File: src/hw/rtl/rlsp_pkg.sv
// ============================================================================
// Range-limited shortest path: shared package
// Widths, codes, transaction types and small helper functions used by the
// range-limited shortest path block and its sub-modules.
// ============================================================================
package rlsp_pkg;

    // Storage sizing
    localparam int MAX_NODES  = 128;
    localparam int NODE_BITS  = $clog2(MAX_NODES);
    localparam int CELL_BITS  = 2 * NODE_BITS;
    localparam int DIST_BITS  = 24;

    // Fixed field widths of the transactions and registers
    localparam int NODE_FIELD_BITS = 7;
    localparam int WEIGHT_BITS     = 16;
    localparam int COUNT_BITS      = 8;
    localparam int LIMIT_BITS      = 24;
    localparam int PATH_BITS       = 24;
    localparam int COST_BITS       = 25;
    localparam int CFG_INDEX_BITS  = 2;
    localparam int CFG_DATA_BITS   = 24;
    localparam int WIDE_BITS       = 34;

    typedef logic [DIST_BITS-1:0]       dist_t;
    typedef logic [NODE_BITS-1:0]       node_idx_t;
    typedef logic [CELL_BITS-1:0]       cell_addr_t;
    typedef logic [NODE_FIELD_BITS-1:0] node_field_t;
    typedef logic [WIDE_BITS-1:0]       wide_t;

    // Distance meaning "no path"
    localparam dist_t INF_DIST = {DIST_BITS{1'b1}};

    // Saturation limits of the result fields
    localparam wide_t PATH_MAX = WIDE_BITS'((64'd1 << PATH_BITS) - 64'd1);
    localparam wide_t COST_MAX = WIDE_BITS'((64'd1 << COST_BITS) - 64'd1);

    // Command codes
    typedef enum logic [1:0] {
        OP_CLEAR   = 2'd0,
        OP_MARK    = 2'd1,
        OP_EDGE    = 2'd2,
        OP_COMPUTE = 2'd3
    } op_t;

    // Configuration register indexes
    typedef enum logic [CFG_INDEX_BITS-1:0] {
        REG_NODE_COUNT  = 2'd0,
        REG_RANGE_LIMIT = 2'd1,
        REG_SOURCE_NODE = 2'd2,
        REG_TARGET_NODE = 2'd3
    } cfg_reg_t;

    // Sequencer states
    typedef enum logic [3:0] {
        S_CLEAR,
        S_IDLE,
        S_EDGE,
        S_FW_ROW,
        S_FW_COL,
        S_BUILD_ROW,
        S_BUILD_COL,
        S_READ,
        S_REPORT
    } state_t;

    // Command transaction
    typedef struct packed {
        op_t                       operation;
        node_field_t               first_node;
        node_field_t               second_node;
        logic [WEIGHT_BITS-1:0]    edge_weight;
    } command_t;

    // Result transaction
    typedef struct packed {
        logic                      unreachable;
        logic [PATH_BITS-1:0]      path_distance;
        logic [COST_BITS-1:0]      adjusted_cost;
    } result_t;

    // Whether a node field names a node that the matrices hold.
    function automatic logic node_in_array(input node_field_t node);
        return int'(node) < MAX_NODES;
    endfunction

    // Node field to matrix index.
    function automatic node_idx_t node_idx(input node_field_t node);
        return NODE_BITS'(node);
    endfunction

    // Edge weight limited to the distance range.
    function automatic dist_t clip_weight(input logic [WEIGHT_BITS-1:0] weight);
        logic [63:0] wide;
        wide = 64'(weight);
        return (wide >= 64'(INF_DIST)) ? INF_DIST : DIST_BITS'(wide);
    endfunction

endpackage

File: src/hw/rtl/rlsp_relax.sv
// ============================================================================
// Range-limited shortest path: relaxation unit
// Saturating sum of two distances and comparison against the current
// distance, shared by both shortest-path passes.
// ============================================================================
module rlsp_relax (
    input  rlsp_pkg::dist_t hub_dist,
    input  rlsp_pkg::dist_t onward_dist,
    input  rlsp_pkg::dist_t current_dist,
    output rlsp_pkg::dist_t via_dist,
    output logic            improves
);
    import rlsp_pkg::*;

    logic [DIST_BITS:0] sum;

    // Sum saturates at the "no path" value.
    always_comb
    begin
        sum = {1'b0, hub_dist} + {1'b0, onward_dist};
        if (sum >= {1'b0, INF_DIST})
        begin
            via_dist = INF_DIST;
        end
        else
        begin
            via_dist = sum[DIST_BITS-1:0];
        end
        improves = via_dist < current_dist;
    end

endmodule

File: config.mk
export PLATFORM = sky130hd
export DESIGN_NAME = rlsp_relax
export DESIGN_NICKNAME = d
export VERILOG_FILES = /design/src/hw/rtl/rlsp_pkg.sv /design/src/hw/rtl/rlsp_relax.sv
export SDC_FILE = /design/constraint.sdc
export NUM_CORES = 1
export LEC_CHECK = 0
export ABC_AREA = 1
export BUFFER_PORTS_ARGS = -buffer_cell sky130_fd_sc_hd__buf_4
export CELL_PAD_IN_SITES_DETAIL_PLACEMENT = 1
export CELL_PAD_IN_SITES_GLOBAL_PLACEMENT = 1
export CORE_MARGIN = 3
export CORE_UTILIZATION = 36
export DETAILED_ROUTE_END_ITERATION = 10
export PLACE_DENSITY_LB_ADDON = 0.1
export SLEW_MARGIN = 20
export SYNTH_ARGS = -nofsm -noshare
export SYNTH_HDL_FRONTEND = slang
export SYNTH_SLANG_ARGS = --single-unit
File: constraint.sdc
create_clock -name vclk -period 5.82
set_clock_uncertainty 0.1 [all_clocks]
set_input_delay 0.873 -clock vclk [all_inputs]
set_output_delay 0.873 -clock vclk [all_outputs]
set_load 0.1 [all_outputs]
==> flow_metrics.env <==
export IMPL_yosys_top_cells_area="ha_1 25%, nand2_1 15%, inv_1 12%"
export IMPL_grt_pass1_wl_um=12600
export IMPL_start_util_pct=38.3
export IMPL_cpMostUsedCell="buf_4"
export IMPL_regArea_um2=0
export IMPL_setup_slack_ns=0.358
export IMPL_cts_setup_buffers=0
export IMPL_irDropWorstVdd_mv=0.173
export IMPL_synth_cells=393
export IMPL_final_layout_size_suffix_gt1_share_pct=29.9
export IMPL_io_pins=97
export IMPL_cp_start_kind="primary input"
export IMPL_synthMostInstantiatedCell="nand2_1"
export IMPL_min_to="via_dist[0]"
export IMPL_drv_slew=0
export IMPL_synth_cell_types=31
export IMPL_preCtsSetupSlack_ns=0.346
export IMPL_drcViolationCount=0
export IMPL_timing_final_hold_violations=0
export IMPL_multiInputGateArea_mm2=0.00206
export IMPL_die_h_um=86.5
export IMPL_crit_arrival_ns=4.49
export IMPL_yosysTopAreaCell="ha_1"
export IMPL_critPathKind="primary input to primary output"
export IMPL_rsz0062_at_grt="false"
export IMPL_die_x_um=86.5
export IMPL_tightest_slew_ns=0.523
export IMPL_pwr_density_cell_mw_per_mm2=207
export IMPL_p_leak_nw=1.84
export IMPL_hold_path_class="primary input to primary output"
export IMPL_fillers=881
export IMPL_drt_wl_total_um=7530
export IMPL_vias=2825
export IMPL_critPathSlowestCell="fa_1"
export IMPL_ant_nets=0
export IMPL_yosysTopAreaCellShare_pct=25.2
export IMPL_grtUsageMet1_pct=23.9
export IMPL_hold_buffers=0
export IMPL_drtIter0Drc=34
export IMPL_syn_cell_area_mm2=0.00233
export IMPL_core_mm2=0.00610
export IMPL_end_kind="primary output"
export IMPL_grtUsageMet2_pct=40.5
export IMPL_synth_nets=513
export IMPL_worstPathRequired_ns=4.85
export IMPL_io_buffers=97
export IMPL_setup_viol=0
export IMPL_dp_hpwl_um=7070
export IMPL_status="finished clean"
export IMPL_syn_avg_cell_area_um2=5.94
export IMPL_cts_resized=0
export IMPL_yosys_warnings=0
export IMPL_row_count=28
export IMPL_max_freq_mhz=183
export IMPL_antenna_cells=0
export IMPL_post_route_min_period_ns=5.46
export IMPL_viasPerCell=4.99
export IMPL_holdCritStartpoint="onward_dist[0]"
export IMPL_worst_hold_slack_ns=2.25
export IMPL_max_stage_delay_ns=0.41
export IMPL_slew_headroom_pct=65.1
export IMPL_die_area_mm2=0.00748
export IMPL_critPathTopFamily="compound AO/OA/AOI/OAI gates"
export IMPL_n_sequential_cell=0
export IMPL_holdPathStages=5
export IMPL_synth_common_cells="96 x nand2_1, 75 x inv_1, 47 x ha_1, 38 x a21oi_1, 31 x nor2_1"
export IMPL_grt_antenna_before_repair=0
export IMPL_max_cap_violations=0
export IMPL_grt_pass1_vias=2901
export IMPL_finalSetupTns_ns=0
export IMPL_grt_busiest_layer="met2"
export IMPL_use_met3_pct=0.285
export IMPL_cp_num_buf_inv=4
export IMPL_routedWlPerCell_um=13.3
export IMPL_layout_nets=613
export IMPL_routabilityCongestion=0.783
export IMPL_grt_ovfl_total=0
export IMPL_seq_area_frac_synth_pct=0
export IMPL_grt_use_total_pct=19.8
export IMPL_grt_max_degree=13
export IMPL_crit_fanout=8
export IMPL_dr_pass1_iters=4
export IMPL_num_clock_buffers=0
export IMPL_timing_final_crit_share_pct=93.9
export IMPL_area_growth_pct=37.3
-- power by group --
part	internal [mW]	total (mW)	switching, mW	leakage, nW
combinational	0.190	0.662	0.473	1.84
sequential	0	0	0	0
clock	0	0	0	0
-- kinds of logic (layout without fill, tap and decap cells) --
logic type                 count (synthesis)  after routing  share of synthesized area [%]
AOI/OAI and AO/OA                         58             58                           13.8
adders and majority gates                 48             48                           26.1
buffers and inverters                     79            177                           13.4
and+or+nand+nor                          191            191                           39.8
xor gates and xnor gates                  17             17                           7.02
-- how the worst max path moves through the flow --
stage                     cells after the start   startpoint  slack (ns)        to
after floorplan                              19  hub_dist[0]        0.01  improves
after global placement                       25  hub_dist[0]        0.47  improves
after detailed placement                     25  hub_dist[0]        0.35  improves
after CTS                                    25  hub_dist[0]        0.31  improves
after global routing                         25  hub_dist[0]        0.03  improves
final                                        25  hub_dist[0]        0.36  improves
-- final cells by class --
type,instances,share of cell area (%)
tap,75,2.93
timing repair buffer,102,23.9
inverter,75,8.79
multi-input combinational,314,64.4
-- worst min-delay path, delay by kind of cell --
kind / cells / cell delay (ns)
adder cells (fa/ha/maj): 1 / 0.13
AND/OR/NAND/NOR: 1 / 0.06
buffers and inverters: 3 / 0.42
-- metrics by stage --
step           util, %  power [mW]  instances  area, µm²
6_report          52.6       0.662        566       3200
5_1_grt           52.6       0.717        566       3200
4_1_cts           52.6       0.670        566       3200
3_5_place_dp      52.6       0.668        566       3200
3_3_place_gp      52.6       0.653        566       3200
2_1_floorplan        -       0.502        393       2370
-- placed cells by master (no fill, tap or decap) --
master and instances:
buf_4 102, nand2_1 96, inv_1 75, ha_1 47
a21oi_1 37, nor2_1 31, nand3_2 25, nand3_1 16
xor2_1 12, nand2_2 9, o21ai_0 9, a21oi_2 3
xnor2_1 3, nand4_1 3, nor3_1 3, nand3b_1 2
xor2_2 2, nor2_2 2, o21bai_1 2, nor4_1 2
nand2_4 1, o21ai_1 1, o21a_1 1, nor3_2 1
o31ai_1 1, o21ai_2 1, a211oi_1 1, o2111ai_1 1
a21oi_4 1, fa_1 1
-- layer usage --
metal	up-vias	wire (µm)
met5	-	0
met4	0	14
met3	2	218
met2	47	4130
met1	1303	3170
li1	1473	-
Power figures use the tool's default switching activity.
